===== config.mk =====
export PLATFORM = sky130hd
export DESIGN_NAME = dtx_ctrl
export DESIGN_NICKNAME = d
export VERILOG_FILES = /design/src/hw/rtl/dtx_pkg.sv /design/src/hw/rtl/dtx_ctrl.sv
export SDC_FILE = /design/constraint.sdc
export NUM_CORES = 1
export LEC_CHECK = 0
export BUFFER_PORTS_ARGS = -buffer_cell sky130_fd_sc_hd__clkbuf_2
export CORE_MARGIN = 2
export CORE_UTILIZATION = 53
export DETAILED_ROUTE_END_ITERATION = 8
export PLACE_DENSITY = 0.78
export SLEW_MARGIN = 0
export SYNTH_ARGS = -nofsm -noshare
export SYNTH_HDL_FRONTEND = slang
export SYNTH_SLANG_ARGS = --single-unit

===== constraint.sdc =====
create_clock -name clock -period 1.8 [get_ports clock]
set_input_delay 0.09 -clock clock [delete_from_list [all_inputs] [get_ports clock]]
set_output_delay 0.09 -clock clock [all_outputs]
set_load 0.01 [all_outputs]

===== src/hw/rtl/dtx_pkg.sv =====
// Shared types, constants and command codes for the dye transmittance to XYZ block.
package dtx_pkg;

   localparam int unsigned CFG_ADDR_W = 2;
   localparam int unsigned CFG_DATA_W = 32;

   localparam logic [CFG_ADDR_W-1:0] REG_BASELINE_ENABLE = 2'd0;
   localparam logic [CFG_ADDR_W-1:0] REG_BASELINE_SCALE  = 2'd1;
   localparam logic [CFG_ADDR_W-1:0] REG_OUTPUT_SCALE    = 2'd2;

   localparam logic [15:0] BASELINE_SCALE_RESET = 16'd4096;
   localparam logic [31:0] OUTPUT_SCALE_RESET   = 32'd16777216;

   localparam logic [31:0] Q30_ONE     = 32'd1073741824;
   localparam logic [31:0] LOG2_10_Q30 = 32'd3566893132;
   localparam logic [31:0] LN2_Q30     = 32'd744261118;
   localparam logic [31:0] C2_Q30      = 32'd536870848;
   localparam logic [31:0] C3_Q30      = 32'd178955744;
   localparam logic [31:0] C4_Q30      = 32'd44729236;
   localparam logic [31:0] C5_Q30      = 32'd8913249;
   localparam logic [33:0] FLUSH_D     = 34'd100663296;
   localparam logic [47:0] ACC_MAX     = 48'hFFFF_FFFF_FFFF;
   localparam logic [15:0] T_MAX       = 16'hFFFF;
   localparam logic [31:0] OUT_MAX     = 32'hFFFF_FFFF;

   typedef struct packed {
      logic [15:0] density_y;
      logic [15:0] density_m;
      logic [15:0] density_c;
      logic [15:0] ext_y;
      logic [15:0] ext_m;
      logic [15:0] ext_c;
      logic [15:0] baseline_density;
      logic [15:0] cmf_x;
      logic [15:0] cmf_y;
      logic [15:0] cmf_z;
      logic        last;
   } req_type;

   typedef struct packed {
      logic [31:0] x_out;
      logic [31:0] y_out;
      logic [31:0] z_out;
      logic        saturated;
   } rsp_type;

   typedef enum logic [4:0] {
      OP_NONE = 5'd0,
      OP_LOAD = 5'd1,
      OP_D0   = 5'd2,
      OP_D1   = 5'd3,
      OP_D2   = 5'd4,
      OP_D3   = 5'd5,
      OP_E    = 5'd6,
      OP_G    = 5'd7,
      OP_Q1   = 5'd8,
      OP_Q2   = 5'd9,
      OP_Q3   = 5'd10,
      OP_GG   = 5'd11,
      OP_EX   = 5'd12,
      OP_T    = 5'd13,
      OP_AX   = 5'd14,
      OP_AY   = 5'd15,
      OP_AZ   = 5'd16,
      OP_LX   = 5'd17,
      OP_HX   = 5'd18,
      OP_LY   = 5'd19,
      OP_HY   = 5'd20,
      OP_LZ   = 5'd21,
      OP_HZ   = 5'd22,
      OP_EMIT = 5'd23
   } op_type;

   typedef struct packed {
      op_type op;
   } cmd_type;

   typedef struct packed {
      logic last;
      logic rsp_busy;
   } sts_type;

endpackage


===== src/hw/rtl/dtx_ctrl.sv =====
// Sequencer for the dye transmittance to XYZ datapath.
module dtx_ctrl import dtx_pkg::*; (
   input  logic    clock,
   input  logic    reset,
   input  logic    req_valid,
   output logic    req_stall,
   input  sts_type sts,
   output cmd_type cmd
);

   typedef enum logic [22:0] {
      ST_IDLE = 23'h000001,
      ST_D0   = 23'h000002,
      ST_D1   = 23'h000004,
      ST_D2   = 23'h000008,
      ST_D3   = 23'h000010,
      ST_E    = 23'h000020,
      ST_G    = 23'h000040,
      ST_Q1   = 23'h000080,
      ST_Q2   = 23'h000100,
      ST_Q3   = 23'h000200,
      ST_GG   = 23'h000400,
      ST_EX   = 23'h000800,
      ST_T    = 23'h001000,
      ST_AX   = 23'h002000,
      ST_AY   = 23'h004000,
      ST_AZ   = 23'h008000,
      ST_LX   = 23'h010000,
      ST_HX   = 23'h020000,
      ST_LY   = 23'h040000,
      ST_HY   = 23'h080000,
      ST_LZ   = 23'h100000,
      ST_HZ   = 23'h200000,
      ST_OUT  = 23'h400000
   } state_type;

   state_type state_ff, state_in;

   assign req_stall = (state_ff != ST_IDLE);

   always_comb begin
      state_in = state_ff;
      cmd.op   = OP_NONE;
      case (state_ff)
         ST_IDLE: begin
            if (req_valid) begin
               cmd.op   = OP_LOAD;
               state_in = ST_D0;
            end
         end
         ST_D0: begin cmd.op = OP_D0; state_in = ST_D1; end
         ST_D1: begin cmd.op = OP_D1; state_in = ST_D2; end
         ST_D2: begin cmd.op = OP_D2; state_in = ST_D3; end
         ST_D3: begin cmd.op = OP_D3; state_in = ST_E;  end
         ST_E:  begin cmd.op = OP_E;  state_in = ST_G;  end
         ST_G:  begin cmd.op = OP_G;  state_in = ST_Q1; end
         ST_Q1: begin cmd.op = OP_Q1; state_in = ST_Q2; end
         ST_Q2: begin cmd.op = OP_Q2; state_in = ST_Q3; end
         ST_Q3: begin cmd.op = OP_Q3; state_in = ST_GG; end
         ST_GG: begin cmd.op = OP_GG; state_in = ST_EX; end
         ST_EX: begin cmd.op = OP_EX; state_in = ST_T;  end
         ST_T:  begin cmd.op = OP_T;  state_in = ST_AX; end
         ST_AX: begin cmd.op = OP_AX; state_in = ST_AY; end
         ST_AY: begin cmd.op = OP_AY; state_in = ST_AZ; end
         ST_AZ: begin
            cmd.op   = OP_AZ;
            state_in = sts.last ? ST_LX : ST_IDLE;
         end
         ST_LX: begin cmd.op = OP_LX; state_in = ST_HX; end
         ST_HX: begin cmd.op = OP_HX; state_in = ST_LY; end
         ST_LY: begin cmd.op = OP_LY; state_in = ST_HY; end
         ST_HY: begin cmd.op = OP_HY; state_in = ST_LZ; end
         ST_LZ: begin cmd.op = OP_LZ; state_in = ST_HZ; end
         ST_HZ: begin cmd.op = OP_HZ; state_in = ST_OUT; end
         ST_OUT: begin
            if (!sts.rsp_busy) begin
               cmd.op   = OP_EMIT;
               state_in = ST_IDLE;
            end
         end
         default: state_in = ST_IDLE;
      endcase
   end

   always_ff @(posedge clock) begin
      if (reset) begin
         state_ff <= ST_IDLE;
      end else begin
         state_ff <= state_in;
      end
   end

`ifndef SYNTHESIS
   a_accept_starts: assert property (@(posedge clock) disable iff (reset)
      (state_ff == ST_IDLE && req_valid) |=> (state_ff == ST_D0))
      else $error("accepted beat did not start the sequence");
   a_no_last_returns: assert property (@(posedge clock) disable iff (reset)
      (state_ff == ST_AZ && !sts.last) |=> (state_ff == ST_IDLE))
      else $error("non-final sample did not return to idle");
   a_out_waits: assert property (@(posedge clock) disable iff (reset)
      (state_ff == ST_OUT && sts.rsp_busy) |=> (state_ff == ST_OUT))
      else $error("result issued while output register occupied");
`endif

endmodule


Word-level counts from Yosys, hierarchy flattened. Index checks and enable logic that the tools add are counted.

Output and inout port bits: 6. Word-level logic and storage cells: 35. Register bits: 23. Bits of input ports: 5.

Equal/unequal tests: 26. Reduce and logical (&&, ||, !) cells: 1. Muxes and demuxes: 7.

Operators with widths (count): case mux 23 bit (23 select lines) (1); case mux 5 bit (23 select lines) (1); two-way mux 23 bit (2); equality test 23 x 1 -> 1 bit (second input constant) (1); equality test 23 x 10 -> 1 bit (second input constant) (1); equality test 23 x 11 -> 1 bit (second input constant) (1); equality test 23 x 12 -> 1 bit (second input constant) (1); equality test 23 x 13 -> 1 bit (second input constant) (1); equality test 23 x 14 -> 1 bit (second input constant) (1); equality test 23 x 15 -> 1 bit (second input constant) (1); equality test 23 x 16 -> 1 bit (second input constant) (1); equality test 23 x 17 -> 1 bit (second input constant) (1); equality test 23 x 18 -> 1 bit (second input constant) (1); equality test 23 x 19 -> 1 bit (second input constant) (1); equality test 23 x 2 -> 1 bit (second input constant) (1); equality test 23 x 20 -> 1 bit (second input constant) (1); equality test 23 x 21 -> 1 bit (second input constant) (1); equality test 23 x 22 -> 1 bit (second input constant) (1); equality test 23 bit (second input constant) (1); equality test 23 x 3 -> 1 bit (second input constant) (1); equality test 23 x 4 -> 1 bit (second input constant) (1); equality test 23 x 5 -> 1 bit (second input constant) (1); equality test 23 x 6 -> 1 bit (second input constant) (1); equality test 23 x 7 -> 1 bit (second input constant) (1); other kinds (8) (9).

Logic depth before layout (Yosys ltp). Gate-level depths: netlist of the first run.

Depth in word-level cells: 3. Mapped depth: 7. Mapped depth without buffers: 6.

Worst setup path before layout of the first run. Ideal clock, no wire load.

Kind: register to register. From: register state_ff[12]. To: register state_ff[8]. Period minus slack after synthesis: 1922 ps. Arrival: 1804 ps. Path buffers: 1. Stages on the path, launching flop included: 8. Slack: -122 ps. Data required time: 1681 ps. Library setup time: 119 ps. Path through: dfxtp_1 or4_4 nor4_4 nand3_2 o21bai_4 a21o_4 buf_6 nor3_1.

Cells in the longest elaborated chain, start to end: 3. Elaborated cells on any way between the ends: 27. Those cells by class: 25 x eq/ne; 1 x mux; 1 x reduce/logical.

RTL lines: start, declared (RTL line dtx_ctrl.sv:37) `state_type state_ff, state_in;`; start signal, assigned (RTL line dtx_ctrl.sv:89) `state_ff <= state_in;`; branches (longest 3 deep; another with equality test 23 bit).

Several ways; the timed one is not identified. A chain may end at the register's enable or synchronous reset.

==> impl_results.md, run 1 <==
* Initial core utilization at 54.5%
* Highest ir drop seen on vdd at around 0.00065 V
* Final routed wirelength across all metal layers at between 7000 and 8000 um
* Synthesized area at around 1500 um2
* Critical path's top delay family: simple AND/OR/NAND/NOR gates
* Number of violations of the max-capacitance limit at 0
* Antenna violations before repair at 0
* Number of flip-flops in the largest register at 23
* Final Worst Setup Slack at -0.719 ns
* Die width at roughly 57 um
* Detail Route Antenna Nets at 0
* Register clock-pin slew on the reported worst setup and hold paths at between 0.1 and 0.15 ns
* Top-level port count at 11
* Total of warnings raised by yosys at 0
* Number of cells on the worst reg-to-reg path at 8
* Wire length per cell at 24.1 um
* Net count of the mapped netlist at around 180
* Crit path DAT at around 2.4 ns
* Setup Viol. Count Final at 28
* Vias per inst at approximately 7.2
* Mapped Cells at between 150 and 200
* Pin slew with the least headroom to its limit at about 0.43 ns
* Class of the worst hold path: input port to register
* Tot GR Track Use at between 30% and 40%
* Synth Flop Type: dfxtp_1
* Largest Register: state_ff
* Worst-path cell chain: nor4_4, buf_4, nand4_1, buf_4, nor3_1, nand2_1, nand3_2, or4_4, buf_6
* Endpoint of the worst hold-timing path: state_ff[16]$_SDFFE_PP0P_
* Net total in the final layout at 271
* CTS max path bufs at 2
* Slowest-stage cell, CP: dfxtp_2
* Fillcell total at 121
* Max Transition Viols Final at 0
* Headroom to the max-slew limit at between 70% and 80%
* Register area share after synthesis at roughly a third
* Worst hold path cell count at 2
* Total power divided by cell area at between 400 and 500 nW/um2
* Clock tree from TritonCTS: done
* Worst Clk Skew at roughly 0.0096 ns
* Grt ovf at 0
* Die H at 56.6 um
* Async set or reset register ratio after synthesis at 0%
* Detailed Routing Iterations Pass 1 at 6
* Fin crit period at around 2.5 ns
* Startpoint of the worst hold path: sts[1]
* Power Total at 1.03 mW
* Area growth, synth to finish at 62.4%
* Peak clock frequency supported by timing at a little under 400 MHz
* Core outline area at around 2700 um2
* CTS H-Tree Depth at 1
* Max FO, Critical Path at 8
* Detailed-route DRC error count at 0
* Wire length of the first global-routing pass at 9270 um
* Slack of the worst reg-to-reg path at -0.32 ns
* Stage delay of the slowest cell on the critical path at 0.37 ns
* Antenna diode instance count at 0
* Port Buffer Count at 10
* FP Rows at 19
* CTS sink count at 23
* Part of the cycle the worst path needs at 140%
* Instance count after placement with tap cells included at 274
* Critical setup path kind: register to output port
* Worst Path Required at ~1.7 ns
* Number of synthesized register bits at 23
* Violation count after the first detailed-routing iteration at ~340
* Sort of element at the end of the critical path: output port
* Share of the synthesized area in the top cell type at 31.4%
* Die footprint at roughly 3200 um2
* Largest area contributor in the synthesized netlist: dfxtp_1
* Finished Core Util at 88.6%
* Failing checks: setup timing
* Dominant cells by area after synthesis: dfxtp_1 (31%), nor2_1 (6.4%), nor4_4 (5.8%)
* Root buffer cell: clkbuf_4
* Fin. Hold Viols at 0
* Critical Path Most Common Cell: buf_4
* Setup repair after global routing missed its margin: yes
* Count of buffering cells on the critical path with inverters included at 3
* Clock network latency to the later pin of the worst-skew pair at about 0.32 ns
* Global placement routability congestion at between 1 and 1.5
* EDFF count, synth at 0
* Registers with the most flip-flops: state_ff: 23 flops
* Number of global-route vias before repair at 1927
* Sum of net half-perimeters after detailed placement at between 3000 and 4000 um
* Count of vias placed by the detailed router at 2129
* Number of buffers created by CTS at 3
* Largest net degree at the start of global routing at 14
* Critical Path Start Type: register
* Number of non-filler instances in the completed layout at about 300
* Synth cell types at 46
* Layout cells sized above 1 at a little over half
* Capture point of the worst reg-to-reg path: state_ff[13]$_SDFFE_PP0P_
* Leakage power figure at roughly 1.1 nW
* Result of the run: complete, but fails checks
* Worst reg2reg startpoint: state_ff[10]$_SDFFE_PP0P_
* Syn Area/Cell at about 8.4 um2
[worst register-to-register path, stage by stage (launching register included)]
cell and delay [ns]:
dfxtp_2 0.37, nor4_4 0.28, buf_4 0.21, nand4_1 0.13, buf_4 0.21, nor3_1 0.35
nand2_1 0.21, buf_4 0.18, nor2_1 0.11
[metrics by stage]
stage	setup TNS, ns	instance area (um2)	setup slack [ns]	hold slack (ns)
2_1_floorplan	-0.00113	1500	-0.00113	0.166
3_3_place_gp	-1.89	2030	-0.280	0.296
3_5_place_dp	-2.63	2030	-0.247	0.302
4_1_cts	-2.66	2220	-0.454	0.0236
5_1_grt	-7.48	2380	-0.696	0.0274
6_report	-6.33	2380	-0.719	0.0270
[worst max path at each step]
stage / to / slack [ns] / startpoint / cells past startpoint
final: cmd[0] / -0.72 / state_ff[10]$_SDFFE_PP0P_ / 9
after global routing: cmd[0] / -0.70 / state_ff[10]$_SDFFE_PP0P_ / 9
after CTS: cmd[1] / -0.45 / state_ff[19]$_SDFFE_PP0P_ / 6
after detailed placement: cmd[1] / -0.25 / state_ff[4]$_SDFFE_PP0P_ / 6
after global placement: cmd[1] / -0.28 / state_ff[4]$_SDFFE_PP0P_ / 6
after floorplan: state_ff[8]$_SDFFE_PP0P_ / -0.001 / state_ff[13]$_SDFFE_PP0P_ / 7
[layer usage]
layer | track usage, % | share of wire [%] | vias to the layer above
li1 | - | - | 846
met1 | 44.9 | 34 | 965
met4 | 24.5 | 8.9 | 0
met5 | 0 | 0 | -
met3 | 6.91 | 12 | 95
met2 | 63.6 | 45 | 223
[Yosys cell counts, types with 2 or more instances]
cell and n:
nor2_1 25, nor3b_1 4, nor2b_1 4, nand2_1 13, dfxtp_1 23, or4_1 4
and2_1 4, nand2b_1 3, and4_1 2, a21oi_1 3, o2111ai_1 3, nor4_2 2
nor4_1 8, inv_1 4, nand4_1 10, xor2_1 5, o211ai_1 2, nand4b_1 3
o21ai_0 6, nor3_1 8, nand3_1 7, or3_1 4, nor4_4 4
[logic make-up (layout without fill, tap and decap cells)]
family / Yosys count / after routing / synth area share [%]
buffers and inverters: 6 / 96 / 2.05
AOI/OAI and AO/OA: 23 / 24 / 12.3
xor gates and xnor gates: 6 / 6 / 3.59
DFF: 23 / 23 / 31.4
and+or+nand+nor: 116 / 116 / 50.6
[placed cells by master, fill, tap and decap left out, types with 6 or more instances in the layout]
cell type / instances
buf_4: 75
clkbuf_2: 8
dfxtp_1: 10
dfxtp_2: 12
nand2_1: 13
nand3_1: 6
nand4_1: 10
nor2_1: 21
nor3_1: 6
nor4_4: 8
[power by group]
part	switching [mW]	internal, mW	total, mW
clock network	0.166	0.0834	0.249
registers	0.00559	0.513	0.518
logic	0.147	0.120	0.267
[timing repair]
item                                   in CTS  in global routing
setup endpoints to repair                  26                 28
pin swaps                                  13                 17
cloned                                      1                  0
endpoints found under the hold margin       2                  0
gates resized for setup                    26                 21
buffers inserted                            5                 11
hold buffers                                1                  0
[layout make-up]
cell class,count,area [um2],share of cell area [%]
Inverter,4,15.0,0.631
Tap cell,31,38.8,1.63
Timing Repair Buffer,88,652,27.4
Clock inverter,1,5.00,0.210
Multi-Input combinational cell,146,1170,49.1
Sequential cell,23,479,20.1
Clock buffer,3,22.5,0.946
(Power assumes the default switching activity.)
==> run 2: changes to the inputs <==
--- a/config.mk
+++ b/config.mk
@@ -7,6 +7,6 @@
 export LEC_CHECK = 0
-export BUFFER_PORTS_ARGS = -buffer_cell sky130_fd_sc_hd__clkbuf_2
 export CORE_MARGIN = 2
-export CORE_UTILIZATION = 53
+export CORE_UTILIZATION = 56
 export DETAILED_ROUTE_END_ITERATION = 8
+export DONT_BUFFER_PORTS = 1
 export PLACE_DENSITY = 0.78
==> constraint.sdc (replaced) <==
create_clock -name clock -period 1.8 [get_ports clock]
set_input_delay 0.45 -clock clock [delete_from_list [all_inputs] [get_ports clock]]
set_output_delay 0.45 -clock clock [all_outputs]
set_load 0.01 [all_outputs]
==> impl_results.md, run 2 <==
* Result of the run: stopped before the end
* Stage where the flow stopped: 5_1_grt
* Err: [ERROR DPL-0038] Utilization greater than 100%, impossible to legalize
* Largest net degree at the start of global routing at 14
* Port Buffer Count at 0
* Largest area contributor in the synthesized netlist: dfxtp_1
* Number of synthesized register bits at 23
* Dominant cells by area after synthesis: dfxtp_1 (31%), nor2_1 (6.4%), nor4_4 (5.8%)
* Share of the synthesized area in the top cell type at between 30% and 40%
* Net count of the mapped netlist at about 180
* FP Rows at 18
* Total of warnings raised by yosys at 0
* Global placement routability congestion at 0.995
* Mapped Cells at between 150 and 200
* Async set or reset register ratio after synthesis at 0%
* Commonest cells post-synth: nor2_1 (25), dfxtp_1 (23), nand2_1 (13)
* Cell with the most instances after synthesis: nor2_1
* Die width at ~55 um
* Syn Area/Cell at between 8 and 9 um2
* Sum of net half-perimeters after detailed placement at 4040 um
* Number of buffers created by CTS at 3
* EDFF count, synth at 0
* Root buffer cell: clkbuf_4
* Synth Flop Type: dfxtp_1
* Worst End Pin Type: primary output
* Placement-stage worst setup slack at -0.462 ns
* Top-level port count at 11
* Synth cell types at 46
* End pin of the worst setup path after global-route repair: cmd[0]
* Die H at roughly 55 um
* CTS max path bufs at 2
* Register area share after synthesis at a little under a third
* CTS sink count at 23
* Synthesized area at approximately 1500 um2
* Initial core utilization at 59.1%
* CTS H-Tree Depth at 1
-- run 2: cell counts after synthesis --
Identical to the previous run, type by type.
-- run 2: metrics by stage --
step,instances,cell area [um2],utilization [%],setup TNS [ns],hold slack [ns]
3_3_place_gp,274,2090,84.3,-6.58,0.536
2_1_floorplan,174,1530,-,-1.06,0.467
3_5_place_dp,274,2090,84.3,-7.45,0.528
4_1_cts,290,2350,94.8,-11.11,0.160
-- run 2: cell families after synthesis --
logic type / count (synthesis) / synth area share (%)
AND/OR/NAND/NOR: 116 / 50.6
flip-flops: 23 / 31.4
XOR/XNOR: 6 / 3.59
buffers and inverters: 6 / 2.05
AO/OA/AOI/OAI: 23 / 12.3
-- run 2: timing repair --
item / CTS
resized for setup: 40
setup buffers: 11
setup endpoints to repair: 29
hold buffers: 0
cloned: 1
pin swaps: 16
==> run 3: changes to the inputs <==
Settings changed: CORE_UTILIZATION 56 to 40, PLACE_DENSITY 0.78 to default, PLACE_DENSITY_LB_ADDON from default to 0.15.
Clock period 1.8 ns to 2.3 ns, I/O delays scaled along.
==> impl_results.md, run 3 (synthesis results as in run 1) <==
* Violation count after the first detailed-routing iteration at 191
* Die width at ~65 um
* Top-level port count at 11
* Worst-path cell chain: nor4_4, buf_4, nand2_1, or4_4, o211ai_2, a2111oi_2, nand4_1
* Critical setup path kind: register to output port
* CTS H-Tree Depth at 1
* Post-Place Cell Area at about 2000 um2
* Number of flip-flops in the largest register at 23
* Leading cell type in the layout, fill and taps excluded: buf_4
* Stage delay of the slowest cell on the critical path at approximately 0.43 ns
* Area growth, synth to finish at 63.5%
* Clock tree from TritonCTS: done
* Power Total at 0.782 mW
* Max FO, Critical Path at 4
* Largest net degree at the start of global routing at 16
* Startpoint of the worst hold path: reset
* Grt ovf at 0
* Clock network latency to the later pin of the worst-skew pair at approximately 0.32 ns
* Highest ir drop seen on vdd at between 0.0002 and 0.00025 V
* Post-route design area at between 2000 and 2500 um2
* Register clock-pin slew on the reported worst setup and hold paths at roughly 0.13 ns
* Detailed Routing Iterations Pass 1 at 5
* Failing checks: setup timing
* Die footprint at about 4200 um2
* Number of buffers created by CTS at 3
* Worst reg2reg startpoint: state_ff[13]$_SDFFE_PP0P_
* Count of vias placed by the detailed router at 1783
* Setup Viol. Count Final at 13
* Antenna violations before repair at 0
* Worst Clk Skew at between 0.005 and 0.006 ns
* Critical Path Start Type: register
* Final Worst Setup Slack at -0.426 ns
* Max Transition Viols Final at 0
* Count of buffering cells on the critical path with inverters included at 1
* Detailed-route DRC error count at 0
* Worst Path Required at 1.73 ns
* Part of the cycle the worst path needs at 119%
* Commonest cells after routing, fill and taps aside: buf_4 (73), nor2_1 (22), nand2_1 (11), dfxtp_2 (11), dfxtp_1 (11)
* Tot GR Track Use at roughly a quarter
* Initial core utilization at between 40% and 50%
* Setup repair after global routing missed its margin: yes
* Detail Route Antenna Nets at 0
* CTS max path bufs at 2
* CTS sink count at 23
* Worst hold margin at 0.307 ns
* Wire length per cell at between 15 and 20 um
* Total power divided by cell area at about 330 nW/um2
* Layout cells sized above 1 at between 50% and 60%
* Fin. Hold Viols at 0
* Crit path DAT at 2.15 ns
* Pin slew with the least headroom to its limit at around 0.4 ns
* Sort of element at the end of the critical path: output port
* Leakage power figure at about 1.1 nW
* Die H at ~65 um
* Root buffer cell: clkbuf_4
* Slowest-stage cell, CP: or4_4
* Number of global-route vias before repair at roughly 1700
* Slack of the worst reg-to-reg path at -0.03 ns
* Net total in the final layout at ~260
* Class of the worst hold path: input port to register
* Registers with the most flip-flops: state_ff: 23 flops
* Fin crit period at ~2.7 ns
* Finished Core Util at a little over two thirds
* FP Rows at 21
* Final routed wirelength across all metal layers at approximately 5400 um
* Vias per inst at just under 6
* Core outline area at about 3400 um2
* Antenna diode instance count at 0
* Global placement routability congestion at approximately 1.0
* Sum of net half-perimeters after detailed placement at ~3700 um
* Critical path's top delay family: simple AND/OR/NAND/NOR gates
* Peak clock frequency supported by timing at 367 MHz
* Wire length of the first global-routing pass at between 8000 and 9000 um
* Fillcell total at 272
* Result of the run: complete, but fails checks
* Number of violations of the max-capacitance limit at 0
* Headroom to the max-slew limit at about three quarters
* Largest Register: state_ff
* Port Buffer Count at 0
* Launch point of the worst path: state_ff[11]$_SDFFE_PP0P_
* Cts hold-fix bufs at 0
run 3: layout make-up:
class	instances	area, um2	area share (%)
repair buffers	78	604	25.2
well taps	46	57.6	2.40
clock buffers	4	26.3	1.10
inverters	4	15.0	0.627
flip-flops and latches	23	478	20.0
multi-input cells	146	1210	50.7
run 3: metrics by stage:
stage / cells / TNS [ns] / worst slack, ns
3_5_place_dp: 280 / -0.384 / -0.196
2_1_floorplan: 174 / 0 / 0.00206
4_1_cts: 296 / -1.84 / -0.401
5_1_grt: 301 / -3.23 / -0.522
6_report: 301 / -2.10 / -0.426
3_3_place_gp: 280 / -0.313 / -0.188
run 3: what timing repair did:
| action | 4_1_cts | 5_1_grt |
|---|---|---|
| pin swaps | 22 | 16 |
| setup buffers | 15 | 6 |
| endpoints found under the setup margin | 7 | 17 |
| gates cloned | 0 | 1 |
| gates resized for setup | 36 | 27 |
run 3: worst reg2reg max path: stages (launching register included):
cell	delay (ns)
dfxtp_2	0.36
buf_6	0.11
or4_4	0.54
buf_6	0.14
nor4_4	0.28
nand3_2	0.19
o21bai_4	0.31
a21o_4	0.23
nor4b_2	0.07
run 3: worst paths after layout:
path | end | depth (start not counted)
worst max-delay path | cmd[1] | 7
worst min-delay path | state_ff[1]$_SDFFE_PP0P_ | 1
worst max register to register | state_ff[6]$_SDFFE_PP0P_ | 8
worst min register to register | state_ff[14]$_SDFFE_PP0P_ | 2
run 3: power by group:
part,switching (mW),total (mW),internal (mW)
Clock,0.131,0.199,0.0680
Sequential,0.00392,0.406,0.402
Combinational,0.0959,0.178,0.0816
run 3: metal layers:
layer / vias up / part of all wire, % / GRT usage, %
li1: 832 / - / -
met1: 864 / 41 / 32.7
met2: 73 / 48 / 43.8
met3: 14 / 7.2 / 2.95
met4: 0 / 3.5 / 10.9
met5: - / 0 / 0
